`config.mk`:
```
export PLATFORM = sky130hd
export DESIGN_NAME = refcounted_icon_slot_allocator
export DESIGN_NICKNAME = d
export VERILOG_FILES = /design/src/hdl/rcisa_pkg.sv /design/src/hdl/rcisa_ram.sv /design/src/hdl/rcisa_ctrl.sv /design/src/hdl/rcisa_dp.sv /design/src/hdl/refcounted_icon_slot_allocator.sv
export SDC_FILE = /design/constraint.sdc
export NUM_CORES = 2
export LEC_CHECK = 0
export CELL_PAD_IN_SITES_DETAIL_PLACEMENT = 0
export CELL_PAD_IN_SITES_GLOBAL_PLACEMENT = 1
export CORE_MARGIN = 5
export CORE_UTILIZATION = 53
export CTS_BUF_LIST = sky130_fd_sc_hd__clkbuf_16
export CTS_CLUSTER_DIAMETER = 40
export DETAILED_ROUTE_END_ITERATION = 16
export DONT_BUFFER_PORTS = 1
export PLACE_DENSITY_LB_ADDON = 0.1
export SETUP_SLACK_MARGIN = 0.5
export SLEW_MARGIN = 20
export SYNTH_ARGS = -nofsm -noshare
export SYNTH_HDL_FRONTEND = slang
export SYNTH_SLANG_ARGS = --single-unit
```
`constraint.sdc`:
```
create_clock -name clk -period 28.6 [get_ports clk]
set_input_delay 2.86 -clock clk [delete_from_list [all_inputs] [get_ports clk]]
set_output_delay 2.86 -clock clk [all_outputs]
set_load 0.02 [all_outputs]
```
`src/hdl/rcisa_pkg.sv`:
```
`timescale 1ns / 1ps
// Shared types, command codes and helpers for the icon slot allocator.
// No dependencies; used by the controller, the datapath and the top level.
package rcisa_pkg;

    localparam int REF_W   = 8;
    localparam int SLOT_W  = 6;
    localparam int ICON_W  = 8;
    localparam int TILE_W  = 10;
    localparam int CMD_W   = 2;
    localparam int ENTRY_W = REF_W + SLOT_W;
    localparam int IN_W    = 16;
    localparam int OUT_W   = 24;

    localparam logic [TILE_W-1:0] TILE_BASE = 10'h300;
    localparam logic [REF_W-1:0]  REF_MAX   = 8'hFF;

    localparam logic [CMD_W-1:0] CMD_GET       = 2'd0;
    localparam logic [CMD_W-1:0] CMD_CLEAR_ONE = 2'd1;
    localparam logic [CMD_W-1:0] CMD_CLEAR_ALL = 2'd2;
    localparam logic [CMD_W-1:0] CMD_COUNT     = 2'd3;

    typedef struct packed {
        logic accept;
        logic rd_en;
        logic hit_upd;
        logic free_upd;
        logic clear_all;
        logic scan_init;
        logic alloc_step;
        logic count_step;
        logic res_zero;
        logic res_full;
        logic out_load;
    } dp_cmd_t;

    typedef struct packed {
        logic [CMD_W-1:0] cmd;
        logic             in_range;
        logic             has_slot;
        logic             scan_done;
        logic             scan_free;
        logic             out_free;
    } dp_stat_t;

    function automatic logic [REF_W-1:0] ref_inc(input logic [REF_W-1:0] r);
        ref_inc = (r == REF_MAX) ? r : r + 8'd1;
    endfunction

    // 768 - 4 * slot, slot <= 63 so no wrap
    function automatic logic [TILE_W-1:0] tile_of(input logic [SLOT_W-1:0] s);
        tile_of = TILE_BASE - {2'b00, s, 2'b00};
    endfunction

endpackage

```
`src/hdl/rcisa_ram.sv`:
```
`timescale 1ns / 1ps
// Generic single-write, single-read RAM with registered read data.
// No dependencies.
module rcisa_ram #(
    parameter int WIDTH = 14,
    parameter int DEPTH = 224
) (
    input  logic                                   clk,
    input  logic                                   we,
    input  logic [((DEPTH > 1) ? $clog2(DEPTH) : 1)-1:0] waddr,
    input  logic [WIDTH-1:0]                       wdata,
    input  logic                                   re,
    input  logic [((DEPTH > 1) ? $clog2(DEPTH) : 1)-1:0] raddr,
    output logic [WIDTH-1:0]                       rdata
);

    logic [WIDTH-1:0] mem [DEPTH];

    always_ff @(posedge clk)
    begin
        if (we)
        begin
            mem[waddr] <= wdata;
        end
        if (re)
        begin
            rdata <= mem[raddr];
        end
    end

endmodule

```
`src/hdl/rcisa_ctrl.sv`:
```
`timescale 1ns / 1ps
// Sequencing state machine for the icon slot allocator.
// Depends on rcisa_pkg; drives the datapath through dp_cmd_t, reads dp_stat_t.
module rcisa_ctrl (
    input  logic              clk,
    input  logic              rst_n,
    input  logic              s_tvalid,
    output logic              s_tready,
    input  rcisa_pkg::dp_stat_t st,
    output rcisa_pkg::dp_cmd_t  cmd
);
    import rcisa_pkg::*;

    localparam logic [2:0] S_IDLE   = 3'd0;
    localparam logic [2:0] S_DECODE = 3'd1;
    localparam logic [2:0] S_LOOKUP = 3'd2;
    localparam logic [2:0] S_ALLOC  = 3'd3;
    localparam logic [2:0] S_COUNT  = 3'd4;
    localparam logic [2:0] S_RESULT = 3'd5;

    logic [2:0] state_reg;
    logic [2:0] state_next;

    assign s_tready = (state_reg == S_IDLE);

    always_comb
    begin
        cmd        = '0;
        state_next = state_reg;
        case (state_reg)
            S_IDLE:
            begin
                if (s_tvalid)
                begin
                    cmd.accept = 1'b1;
                    state_next = S_DECODE;
                end
            end
            S_DECODE:
            begin
                case (st.cmd)
                    CMD_GET:
                    begin
                        if (st.in_range)
                        begin
                            cmd.rd_en  = 1'b1;
                            state_next = S_LOOKUP;
                        end
                        else
                        begin
                            cmd.res_full = 1'b1;
                            state_next   = S_RESULT;
                        end
                    end
                    CMD_CLEAR_ONE:
                    begin
                        cmd.res_zero = 1'b1;
                        if (st.in_range)
                        begin
                            cmd.rd_en  = 1'b1;
                            state_next = S_LOOKUP;
                        end
                        else
                        begin
                            state_next = S_RESULT;
                        end
                    end
                    CMD_CLEAR_ALL:
                    begin
                        cmd.clear_all = 1'b1;
                        cmd.res_zero  = 1'b1;
                        state_next    = S_RESULT;
                    end
                    CMD_COUNT:
                    begin
                        cmd.scan_init = 1'b1;
                        state_next    = S_COUNT;
                    end
                    default:
                    begin
                        cmd.res_zero = 1'b1;
                        state_next   = S_RESULT;
                    end
                endcase
            end
            S_LOOKUP:
            begin
                state_next = S_RESULT;
                if (st.cmd == CMD_GET)
                begin
                    if (st.has_slot)
                    begin
                        cmd.hit_upd = 1'b1;
                    end
                    else
                    begin
                        cmd.scan_init = 1'b1;
                        state_next    = S_ALLOC;
                    end
                end
                else if (st.cmd == CMD_CLEAR_ONE && st.has_slot)
                begin
                    cmd.free_upd = 1'b1;
                end
            end
            S_ALLOC:
            begin
                cmd.alloc_step = 1'b1;
                if (st.scan_done || st.scan_free)
                begin
                    state_next = S_RESULT;
                end
            end
            S_COUNT:
            begin
                cmd.count_step = 1'b1;
                if (st.scan_done)
                begin
                    state_next = S_RESULT;
                end
            end
            S_RESULT:
            begin
                if (st.out_free)
                begin
                    cmd.out_load = 1'b1;
                    state_next   = S_IDLE;
                end
            end
            default:
            begin
                state_next = S_IDLE;
            end
        endcase
    end

    always_ff @(posedge clk or negedge rst_n)
    begin
        if (!rst_n)
        begin
            state_reg <= S_IDLE;
        end
        else
        begin
            state_reg <= state_next;
        end
    end

endmodule

```
`src/hdl/rcisa_dp.sv`:
```
`timescale 1ns / 1ps
// Datapath: per-icon table RAM with valid bits, slot occupancy, scan counter,
// result and output registers. Depends on rcisa_pkg and rcisa_ram.
module rcisa_dp #(
    parameter int ICON_COUNT = 224,
    parameter int SLOT_COUNT = 32
) (
    input  logic                            clk,
    input  logic                            rst_n,
    input  logic [rcisa_pkg::IN_W-1:0]      s_tdata,
    output logic                            m_tvalid,
    input  logic                            m_tready,
    output logic [rcisa_pkg::OUT_W-1:0]     m_tdata,
    input  rcisa_pkg::dp_cmd_t              cmd,
    output rcisa_pkg::dp_stat_t             st
);
    import rcisa_pkg::*;

    localparam int IDX_W = (ICON_COUNT > 1) ? $clog2(ICON_COUNT) : 1;
    localparam int SIW   = (SLOT_COUNT > 1) ? $clog2(SLOT_COUNT) : 1;

    logic [CMD_W-1:0]      cmd_reg;
    logic [ICON_W-1:0]     icon_reg;
    logic [IDX_W-1:0]      idx;
    logic [ICON_COUNT-1:0] icon_valid_reg;
    logic [SLOT_COUNT-1:0] slot_valid_reg;
    logic [SLOT_W-1:0]     scan_reg;
    logic [SLOT_W-1:0]     count_reg;
    logic [REF_W-1:0]      ref_reg;

    logic                  ram_we;
    logic [ENTRY_W-1:0]    ram_wdata;
    logic [ENTRY_W-1:0]    ram_rdata;
    logic [REF_W-1:0]      ent_ref;
    logic [SLOT_W-1:0]     ent_slot;
    logic [SLOT_W-1:0]     free_slot;
    logic [SLOT_W-1:0]     scan_plus;
    logic                  scan_done;
    logic                  scan_free;

    logic [TILE_W-1:0]     res_tile_reg;
    logic                  res_load_reg;
    logic [SLOT_W-1:0]     res_slot_reg;
    logic                  res_status_reg;
    logic [SLOT_W-1:0]     res_count_reg;

    logic                  m_tvalid_reg;
    logic [TILE_W-1:0]     m_tile_reg;
    logic                  m_load_reg;
    logic [SLOT_W-1:0]     m_slot_reg;
    logic                  m_status_reg;
    logic [SLOT_W-1:0]     m_count_reg;

    assign idx       = icon_reg[IDX_W-1:0];
    assign ent_ref   = icon_valid_reg[idx] ? ram_rdata[ENTRY_W-1:SLOT_W] : '0;
    assign ent_slot  = icon_valid_reg[idx] ? ram_rdata[SLOT_W-1:0] : '0;
    assign free_slot = ent_slot - 6'd1;
    assign scan_plus = scan_reg + 6'd1;
    assign scan_done = (scan_reg == SLOT_W'(SLOT_COUNT));
    assign scan_free = !slot_valid_reg[scan_reg[SIW-1:0]];

    assign st.cmd       = cmd_reg;
    assign st.in_range  = ({1'b0, icon_reg} < 9'(ICON_COUNT));
    assign st.has_slot  = (ent_slot != '0);
    assign st.scan_done = scan_done;
    assign st.scan_free = scan_free;
    assign st.out_free  = !m_tvalid_reg || m_tready;

    rcisa_ram #(
        .WIDTH (ENTRY_W),
        .DEPTH (ICON_COUNT)
    ) u_table (
        .clk   (clk),
        .we    (ram_we),
        .waddr (idx),
        .wdata (ram_wdata),
        .re    (cmd.rd_en),
        .raddr (idx),
        .rdata (ram_rdata)
    );

    always_comb
    begin
        ram_we    = 1'b0;
        ram_wdata = {ent_ref, ent_slot};
        if (cmd.hit_upd)
        begin
            ram_we    = 1'b1;
            ram_wdata = {ref_inc(ent_ref), ent_slot};
        end
        else if (cmd.free_upd)
        begin
            ram_we    = 1'b1;
            ram_wdata = {ent_ref, {SLOT_W{1'b0}}};
        end
        else if (cmd.alloc_step)
        begin
            if (scan_done)
            begin
                ram_we    = 1'b1;
                ram_wdata = {ref_inc(ref_reg), {SLOT_W{1'b0}}};
            end
            else if (scan_free)
            begin
                ram_we    = 1'b1;
                ram_wdata = {ref_inc(ref_reg), scan_plus};
            end
        end
    end

    // occupancy and output handshake
    always_ff @(posedge clk or negedge rst_n)
    begin
        if (!rst_n)
        begin
            icon_valid_reg <= '0;
            slot_valid_reg <= '0;
            m_tvalid_reg   <= 1'b0;
        end
        else
        begin
            if (cmd.clear_all)
            begin
                icon_valid_reg <= '0;
                slot_valid_reg <= '0;
            end
            else
            begin
                if (ram_we)
                begin
                    icon_valid_reg[idx] <= 1'b1;
                end
                if (cmd.free_upd)
                begin
                    slot_valid_reg[free_slot[SIW-1:0]] <= 1'b0;
                end
                if (cmd.alloc_step && !scan_done && scan_free)
                begin
                    slot_valid_reg[scan_reg[SIW-1:0]] <= 1'b1;
                end
            end
            if (cmd.out_load)
            begin
                m_tvalid_reg <= 1'b1;
            end
            else if (m_tready)
            begin
                m_tvalid_reg <= 1'b0;
            end
        end
    end

    always_ff @(posedge clk)
    begin
        if (cmd.accept)
        begin
            cmd_reg  <= s_tdata[CMD_W-1:0];
            icon_reg <= s_tdata[CMD_W+ICON_W-1:CMD_W];
        end
        if (cmd.scan_init)
        begin
            scan_reg  <= '0;
            count_reg <= '0;
            ref_reg   <= ent_ref;
        end
        else if (cmd.alloc_step && !scan_done && !scan_free)
        begin
            scan_reg <= scan_plus;
        end
        else if (cmd.count_step && !scan_done)
        begin
            scan_reg  <= scan_plus;
            count_reg <= count_reg + {{(SLOT_W-1){1'b0}}, ~scan_free};
        end

        if (cmd.res_zero || (cmd.count_step && scan_done))
        begin
            res_tile_reg   <= '0;
            res_load_reg   <= 1'b0;
            res_slot_reg   <= '0;
            res_status_reg <= 1'b0;
            res_count_reg  <= cmd.count_step ? count_reg : '0;
        end
        else if (cmd.res_full || (cmd.alloc_step && scan_done))
        begin
            res_tile_reg   <= TILE_BASE;
            res_load_reg   <= 1'b0;
            res_slot_reg   <= '0;
            res_status_reg <= 1'b1;
            res_count_reg  <= '0;
        end
        else if (cmd.hit_upd)
        begin
            res_tile_reg   <= tile_of(ent_slot);
            res_load_reg   <= 1'b0;
            res_slot_reg   <= ent_slot;
            res_status_reg <= 1'b0;
            res_count_reg  <= '0;
        end
        else if (cmd.alloc_step && scan_free)
        begin
            res_tile_reg   <= tile_of(scan_plus);
            res_load_reg   <= 1'b1;
            res_slot_reg   <= scan_plus;
            res_status_reg <= 1'b0;
            res_count_reg  <= '0;
        end

        if (cmd.out_load)
        begin
            m_tile_reg   <= res_tile_reg;
            m_load_reg   <= res_load_reg;
            m_slot_reg   <= res_slot_reg;
            m_status_reg <= res_status_reg;
            m_count_reg  <= res_count_reg;
        end
    end

    assign m_tvalid = m_tvalid_reg;
    assign m_tdata  = {m_count_reg, m_status_reg, m_slot_reg, m_load_reg, m_tile_reg};

`ifndef SYNTH
    a_count_range: assert property (@(posedge clk) disable iff (!rst_n)
        m_tvalid_reg |-> (m_count_reg <= SLOT_W'(SLOT_COUNT)))
        else $error("active count above slot count");

    a_load_has_slot: assert property (@(posedge clk) disable iff (!rst_n)
        (m_tvalid_reg && m_load_reg) |-> (m_slot_reg != '0 && !m_status_reg))
        else $error("load flagged without an assigned slot");

    a_full_result: assert property (@(posedge clk) disable iff (!rst_n)
        (m_tvalid_reg && m_status_reg) |-> (m_slot_reg == '0 && m_tile_reg == TILE_BASE))
        else $error("full status with a slot or wrong tile");

    a_clear_all: assert property (@(posedge clk) disable iff (!rst_n)
        cmd.clear_all |=> (slot_valid_reg == '0 && icon_valid_reg == '0))
        else $error("tables not empty after clear-all");
`endif

endmodule

```
`src/hdl/refcounted_icon_slot_allocator.sv`:
```
`timescale 1ns / 1ps
// One transaction in, one transaction out. Hit, clear and clear-all go from accept
// through decode (and a table lookup for hit and clear) to the result; a new allocation
// or a count walks the slot occupancy bits one per cycle, up to SLOT_COUNT of them.
// One request in flight at a time; a finished result waits in the output register.
// rst_n (async, active low) empties every table at once via per-icon valid bits.
module refcounted_icon_slot_allocator #(
    parameter int ICON_COUNT = 224,
    parameter int SLOT_COUNT = 32
) (
    input  logic                        clk,
    input  logic                        rst_n,
    input  logic                        s_tvalid,
    output logic                        s_tready,
    input  logic [rcisa_pkg::IN_W-1:0]  s_tdata,  // cmd[1:0], icon_index[9:2], zero pad
    output logic                        m_tvalid,
    input  logic                        m_tready,
    output logic [rcisa_pkg::OUT_W-1:0] m_tdata   // tile_address[9:0], load_needed[10],
                                                  // slot_number[16:11], status[17],
                                                  // active_count[23:18]
);
    import rcisa_pkg::*;

    dp_cmd_t  dp_cmd;
    dp_stat_t dp_stat;

    rcisa_ctrl u_ctrl (
        .clk      (clk),
        .rst_n    (rst_n),
        .s_tvalid (s_tvalid),
        .s_tready (s_tready),
        .st       (dp_stat),
        .cmd      (dp_cmd)
    );

    rcisa_dp #(
        .ICON_COUNT (ICON_COUNT),
        .SLOT_COUNT (SLOT_COUNT)
    ) u_dp (
        .clk      (clk),
        .rst_n    (rst_n),
        .s_tdata  (s_tdata),
        .m_tvalid (m_tvalid),
        .m_tready (m_tready),
        .m_tdata  (m_tdata),
        .cmd      (dp_cmd),
        .st       (dp_stat)
    );

endmodule

```
Word level (Yosys, flattened, before mapping)
Memories as Yosys holds them, arrays and structs flattened. A register that Yosys moved wholly into a read port is not among the register bits.
Index checks and enable logic that the tools add are counted.
- bits in registers: 338
- RAM bits: 3136
- output and inout port bits: 26
- memories: 1
- add/sub/neg operators: 7
- order comparisons: 7
- equality and inequality tests: 15
- muxes and demuxes: 82
- bitwise logic cells: 5
- reductions and logical operators: 33
- memories (memory ; words ; bits a word ; rd ports ; clocked after memory_dff ; write ports ; RTL line ; text):
    u_dp.u_table.mem ; 224 ; 14 ; 1 ; 1 ; 1 ; rcisa_ram.sv:17 ; logic [WIDTH-1:0] mem [DEPTH];
- operators with widths (kind ; number):
    $mux 224 ; 2
    $or 224x224->224 ; 1
    $mux 32 ; 4
    $mux 14 ; 5
    $mux 6 ; 10
    $mux 1 ; 38
    $and 32x32->32 ; 1
    $not 32->32 ; 1
    $or 32x32->32 ; 1
    $mux 10 ; 3
    $mux 8 ; 3
    $mux 3 ; 7
    $sub 9x9->10 const A ; 2
    $pmux 3 s6 ; 1
    $add 8x1->8 const B ; 2
    $eq 8x8->1 const B ; 2
    $lt 5x6->1 const B ; 2
    $logic_and 1x1->1 ; 11
    $demux 1 s5 ; 2
    $ge 5x1->1 const B ; 2
    $lt 8x9->1 const B ; 1
    $pmux 3 s3 ; 1
    $bmux 1 s8 ; 1
    $demux 1 s8 ; 1
    29 further kinds ; 45

Depth between registers and ports, before layout
- word-level depth: 15
- mapped depth: 18

By module
From an unflattened synthesis, not the netlist that was laid out.
- cells, all modules: 6945
- area, all modules: 137391.8 µm²
- modules (own cells, without submodules) (module ; instances ; cells an instance ; area each (µm²) ; seq. area each (µm²)):
    rcisa_ram ; 1 ; 5251 ; 120982.3 ; 94590.7
    rcisa_dp ; 1 ; 1642 ; 15989.1 ; 8323.0
    rcisa_ctrl ; 1 ; 52 ; 420.4 ; 75.1

Least setup slack after synthesis
OpenSTA, ideal clock, no wires.
- path kind: flip-flop to flip-flop
- start: register u_dp.icon_reg[0]
- end: memory u_dp.u_table.mem[0][4] (data pin)
- setup time: 1.412 ns
- data arrival time: 8.499 ns
- path slack: 18.689 ns
- cell stages (with the launch flop): 13
- path buffers: 2
- period minus slack after synthesis: 9.911 ns
- path through: edfxtp_1 buf_4 mux4_2 nor2b_1 a211oi_1 a21oi_1 a41oi_1 and3_1 buf_6 nor2_1 nand2_1 a22oi_1 o22ai_1
- word-level cells in the longest chain between the ends: 10
- elaborated cells between the ends (all ways): 15
- those cells by class: mux (13); reduce/logical (2)
- RTL lines (item ; RTL line ; text):
    start, declared ; rcisa_dp.sv:23 ; logic [ICON_W-1:0] icon_reg;
    start signal, assigned ; rcisa_dp.sv:158 ; icon_reg <= s_tdata[CMD_W+ICON_W-1:CMD_W];
    $bmux 1 s8 * ; rcisa_dp.sv:56 ; assign ent_slot = icon_valid_reg[idx] ? ram_rdata[SLOT_W-1:0] : '0;
    $mux 1 (implied by the code) * ; rcisa_dp.sv:56 ;
    $mux 6 * ; rcisa_dp.sv:56 ;
    $reduce_bool 6->1 ; rcisa_dp.sv:64 ; assign st.has_slot = (ent_slot != '0);
    $logic_and 1x1->1 ; rcisa_ctrl.sv:101 ; else if (st.cmd == CMD_CLEAR_ONE && st.has_slot)
    $mux 1 ; rcisa_ctrl.sv:101 ;
    $mux 1 ; rcisa_ctrl.sv:89 ; if (st.cmd == CMD_GET)
    $mux 2 ; rcisa_ctrl.sv:30 ; case (state_reg)
    $mux 14 ; rcisa_dp.sv:91 ; else if (cmd.free_upd)
    $mux 14 * ; rcisa_dp.sv:86 ; if (cmd.hit_upd)
    net u_dp.ram_wdata[4] ; rcisa_dp.sv:32 ; logic [ENTRY_W-1:0] ram_wdata;
    end, declared ; rcisa_ram.sv:17 ;
Mark *: on every way through the listed nets, which the timed path passes. The rest lies on a longest branch. The select of a mux whose other input is x is not followed.

Final worst setup path
- start: register u_dp.icon_reg[1]
- end: memory u_dp.u_table.mem[14][4] (data pin)
The elaborated chain is that of the path after synthesis.

==> impl_summary.md <==
Run status
The run finished with clean final reports.

Power and ir drop
VDD sags by at most 65.8 µV. The analysis attributes to cell leakage a power of around 0.026 µW. Dividing total power by cell area gives a power density of around 90 nW/µm².

Route
Summed over all layers, the routed wires come to approximately 170,000 µm. After detailed routing, the average wire length per cell comes to about 30 µm. The first-pass detailed-route iteration total is 6. The detailed router finished its first iteration with roughly 3,600 violations. The count of nets left with antenna violations once routing finished came out at 0. The routed via count divided by cell count is ~6.3.

For this block, the via count after detailed routing is between 30,000 and 40,000. For this run, design rule violations remaining after detail routing come to 0.

Flow run
The number of violations of the max-capacitance limit is 0.

Critical path
The flop-to-flop setup slack is 20.74 ns. The most critical setup path has its endpoint at u_dp.u_table.mem[14][4]. The worst-path maximum fanout is 89. The number of cells on the worst reg-to-reg path is 16. The capturing element type of the critical path is a flip-flop. The data required time of the critical path is between 20 and 30 ns. The reg-to-reg endpoint is u_dp.u_table.mem[14][4]. STA classifies the critical path startpoint as a flip-flop. The data arrival time of the critical path is around 8.3 ns.

In this run the worst setup path begins at u_dp.icon_reg[1]. The worst register-to-register path begins at u_dp.icon_reg[1]. The worst setup path category is flip-flop to flip-flop.

Finish
The number of antenna diodes in the final layout is 0. The number of flip-flops under the largest register name is between 1,000 and 1,500. Excluding fillers, the count of instances in the completed layout stands at roughly 5,500. Compared with the post-synthesis result, the final layout area differs by 13.0%. The cell area after layout is ~76,000 µm². Of the cells placed in the final design, the portion with a size suffix greater than 1 is about a quarter. At the end of the flow, the number of nets in the layout was between 3,000 and 4,000.

Clock tree
The clock network latency to the later pin of the worst-skew pair is slightly above 0.8 ns. TritonCTS built the clock tree. The post-CTS setup-driven buffer insertion count is 0. CTS built an H-tree with a depth of 4. The quantity of hold-fixing buffers added after cts is 0. The clock net sink count is approximately 1,700. No sink is reached through more buffers than the 3 on the longest clock path.

The tree is rooted in a sky130_fd_sc_hd__clkbuf_16. The number of buffers created by CTS is slightly above 200. After clock tree synthesis, the clock-pin slew on the worst setup and hold paths is around 0.06 ns. The post-CTS resize count is 0.

Synth
After synthesis the netlist holds a flip-flop and latch count of 1,674. A synthesized cell averages around 19 µm². The Yosys warning count is 0. The synthesized netlist cell count is approximately 3,600. The summed instance area of the synthesized netlist is ~67,000 µm². The number of distinct library cells after synthesis is between 70 and 80. The dominant synthesized flop cell is sky130_fd_sc_hd__edfxtp_1. The post-synthesis sequential area ratio is 72.6%.

Of all flip-flops after synthesis, the portion carrying an async set or reset was between 15 and 20%. Counting flops with a built-in enable in the synthesized netlist gives 1,387.

Global routing
Entering global routing, the biggest net connects approximately 260 pins. The number of antenna violations at the first check in global routing was 2. The number of global-route vias before repair is about 36,000.

The remaining global-route overflow is 0. In the global route stage, overall resource usage came out at roughly a quarter. The global-route wire length before repair is between 200,000 and 250,000 µm.

Floorplanning
The die is between 300 and 400 µm tall. The row count is 130. The region available for standard cell placement spans 126,000 µm². Once the floorplan was initialized, standard cells occupied a little over half of the core. From left edge to right edge, the die measures about 370 µm.

The full die area is between 100,000 and 150,000 µm². The boundary pin count is 46.

STA
Dividing the final minimum period by the clock period gives between 20 and 30%. The total negative slack is 0 ns. The smallest clock period supported by the final layout is computed as a little under 8 ns. Derived from the worst setup path, the maximum achievable clock frequency is between 100 and 150 MHz. The count of final max-slew check failures is 0. Setup repair after global routing left no endpoint under its margin.

The clock arrives with 0.0380 ns of skew. The count of endpoints failing hold in the final timing report came to 0. The transition time of the tightest slew-check pin is about 1.2 ns. Setup violations remaining at the end of the flow were counted as 0. The worst slew margin relative to its limit is between 10% and 20%.

Place
Detailed placement finished with a half-perimeter wire length of 98,900 µm. The number of buffer cells added on primary ports is 0. The cell area reported after detailed placement is around 69,000 µm². The cell total after placement is ~5,100.

At the end of routability-driven placement, the weighted congestion stood at around 0.83.

Min path
The number of cells on the worst hold path is 0. The worst hold path belongs to the class flip-flop to flip-flop.
## per-stage QoR
| step | hold WS [ns] | utilization, % | setup slack, ns | power, µW |
|---|---|---|---|---|
| floorplan | 0.400 | - | 18.69 | 3860 |
| global placement | 0.419 | 54.6 | 20.99 | 4210 |
| detailed placement | 0.406 | 54.6 | 20.78 | 4240 |
| CTS | 0.419 | 60.2 | 20.74 | 6900 |
| global route | 0.433 | 60.3 | 20.38 | 7080 |
| finish | 0.420 | 60.3 | 20.74 | 6850 |
## logic make-up (layout without fill, tap and decap cells)
family | count (synthesis) | count (layout) | synth area share (%)
flops | 1674 | 1674 | 72.6
simple gates | 674 | 674 | 4.30
mux | 543 | 543 | 16.9
compound gates | 414 | 414 | 3.93
buf+inv | 259 | 472 | 1.90
xor+xnor | 17 | 17 | 0.222
fa+ha+maj | 11 | 11 | 0.205
other cells | 1 | 2 | 0.00559
## cell usage in the layout, fill, tap and decap left out, types with 6 or more instances in the layout
cell type,n
sky130_fd_sc_hd__dfxtp_1,27
sky130_fd_sc_hd__clkinv_4,13
sky130_fd_sc_hd__nand2b_1,17
sky130_fd_sc_hd__a32oi_1,6
sky130_fd_sc_hd__clkinvlp_4,24
sky130_fd_sc_hd__mux2_2,8
sky130_fd_sc_hd__and2_1,15
sky130_fd_sc_hd__nand3_1,36
sky130_fd_sc_hd__o41ai_1,6
sky130_fd_sc_hd__a21o_1,19
sky130_fd_sc_hd__o21a_1,81
sky130_fd_sc_hd__mux2i_1,66
sky130_fd_sc_hd__o21ai_0,166
sky130_fd_sc_hd__inv_8,8
sky130_fd_sc_hd__clkbuf_16,207
sky130_fd_sc_hd__inv_1,42
sky130_fd_sc_hd__nand4_1,9
sky130_fd_sc_hd__nand2_2,6
sky130_fd_sc_hd__dfrtp_1,260
sky130_fd_sc_hd__nand2_1,227
sky130_fd_sc_hd__and3_1,6
sky130_fd_sc_hd__xor2_1,10
sky130_fd_sc_hd__clkinv_1,22
sky130_fd_sc_hd__nor3_1,20
sky130_fd_sc_hd__a211oi_1,7
sky130_fd_sc_hd__xnor2_1,7
sky130_fd_sc_hd__nor2_1,284
sky130_fd_sc_hd__edfxtp_1,1387
sky130_fd_sc_hd__ha_1,11
sky130_fd_sc_hd__buf_4,63
sky130_fd_sc_hd__nor2b_1,20
sky130_fd_sc_hd__clkinv_2,22
sky130_fd_sc_hd__mux4_2,469
sky130_fd_sc_hd__a21oi_1,47
sky130_fd_sc_hd__bufinv_16,32
sky130_fd_sc_hd__inv_6,24
sky130_fd_sc_hd__a22oi_1,28
## worst min path at each step
| stage | slack, ns | from | end |
|---|---|---|---|
| 2_1_floorplan | 0.40 | u_dp.res_count_reg[0] | u_dp.m_count_reg[0] |
| 3_3_place_gp | 0.42 | u_dp.res_count_reg[0] | u_dp.m_count_reg[0] |
| 3_5_place_dp | 0.41 | u_dp.res_count_reg[5] | u_dp.m_count_reg[5] |
| 4_1_cts | 0.42 | u_dp.res_count_reg[5] | u_dp.m_count_reg[5] |
| 5_1_grt | 0.43 | u_dp.res_count_reg[0] | u_dp.m_count_reg[0] |
| 6_report | 0.42 | u_dp.res_count_reg[5] | u_dp.m_count_reg[5] |
## area by class of cell
class	count	area (µm²)
timing repair buffer	72	646
inverter	16	60.1
fill	8907	49900
sequential	1674	48700
clock inverter	177	1930
multi-input combinational	1661	17300
clock buffer	207	5180
tap	1650	2060
## per-layer routing
metal	global-route usage (%)	part of all wire [%]
met5	0	0
met4	7.32	2.8
met3	4.51	7.3
met2	39.9	49
met1	35.8	41
## cells in the mapped netlist, drive strengths merged (4+ instances only)
master	instances	share of area [%]
dfrtp	260	9.7
o211ai	5	0.056
nor3	20	0.15
and3	6	0.056
and2	17	0.16
a21o	19	0.21
xor2	10	0.13
nand2	234	1.3
or3	4	0.037
a31oi	4	0.037
nand4	9	0.084
a21oi	48	0.36
o22ai	8	0.075
dfxtp	27	0.81
o21a	81	0.91
a32o	4	0.060
clkbuf	113	0.64
mux2i	66	0.98
nand2b	18	0.18
a311oi	4	0.052
o31ai	4	0.065
nor2b	20	0.19
inv	16	0.090
or2	6	0.056
nor4	5	0.056
a32oi	6	0.078
o21ai	166	1.2
a211oi	7	0.078
a22o	4	0.052
mux4	469	16
edfxtp	1387	62
xnor2	7	0.091
nand3	37	0.28
buf	130	1.2
mux2	8	0.13
o41ai	6	0.078
ha	11	0.21
a22oi	28	0.31
nor2	285	1.6
## power breakdown
part           internal (µW)  switching (µW)
clock                   1620            1040
sequential              2940            54.1
combinational            390             807
total                   4950            1900
## critical path: stages (launching register included)
cell	delay [ns]
sky130_fd_sc_hd__edfxtp_1	0.32
sky130_fd_sc_hd__buf_4	0.42
sky130_fd_sc_hd__buf_4	0.68
sky130_fd_sc_hd__buf_4	0.68
sky130_fd_sc_hd__buf_4	0.77
sky130_fd_sc_hd__mux2i_1	0.27
sky130_fd_sc_hd__a22oi_1	0.15
sky130_fd_sc_hd__nand3_1	0.13
sky130_fd_sc_hd__nand4_1	0.11
sky130_fd_sc_hd__nand4_1	0.33
sky130_fd_sc_hd__and3_1	0.70
sky130_fd_sc_hd__nor2_1	0.23
sky130_fd_sc_hd__nand2_1	0.47
sky130_fd_sc_hd__a22oi_1	0.24
sky130_fd_sc_hd__o22ai_4	0.16
sky130_fd_sc_hd__buf_4	0.63
sky130_fd_sc_hd__buf_4	0.82
Note: power is estimated with default switching activity, not from simulation.
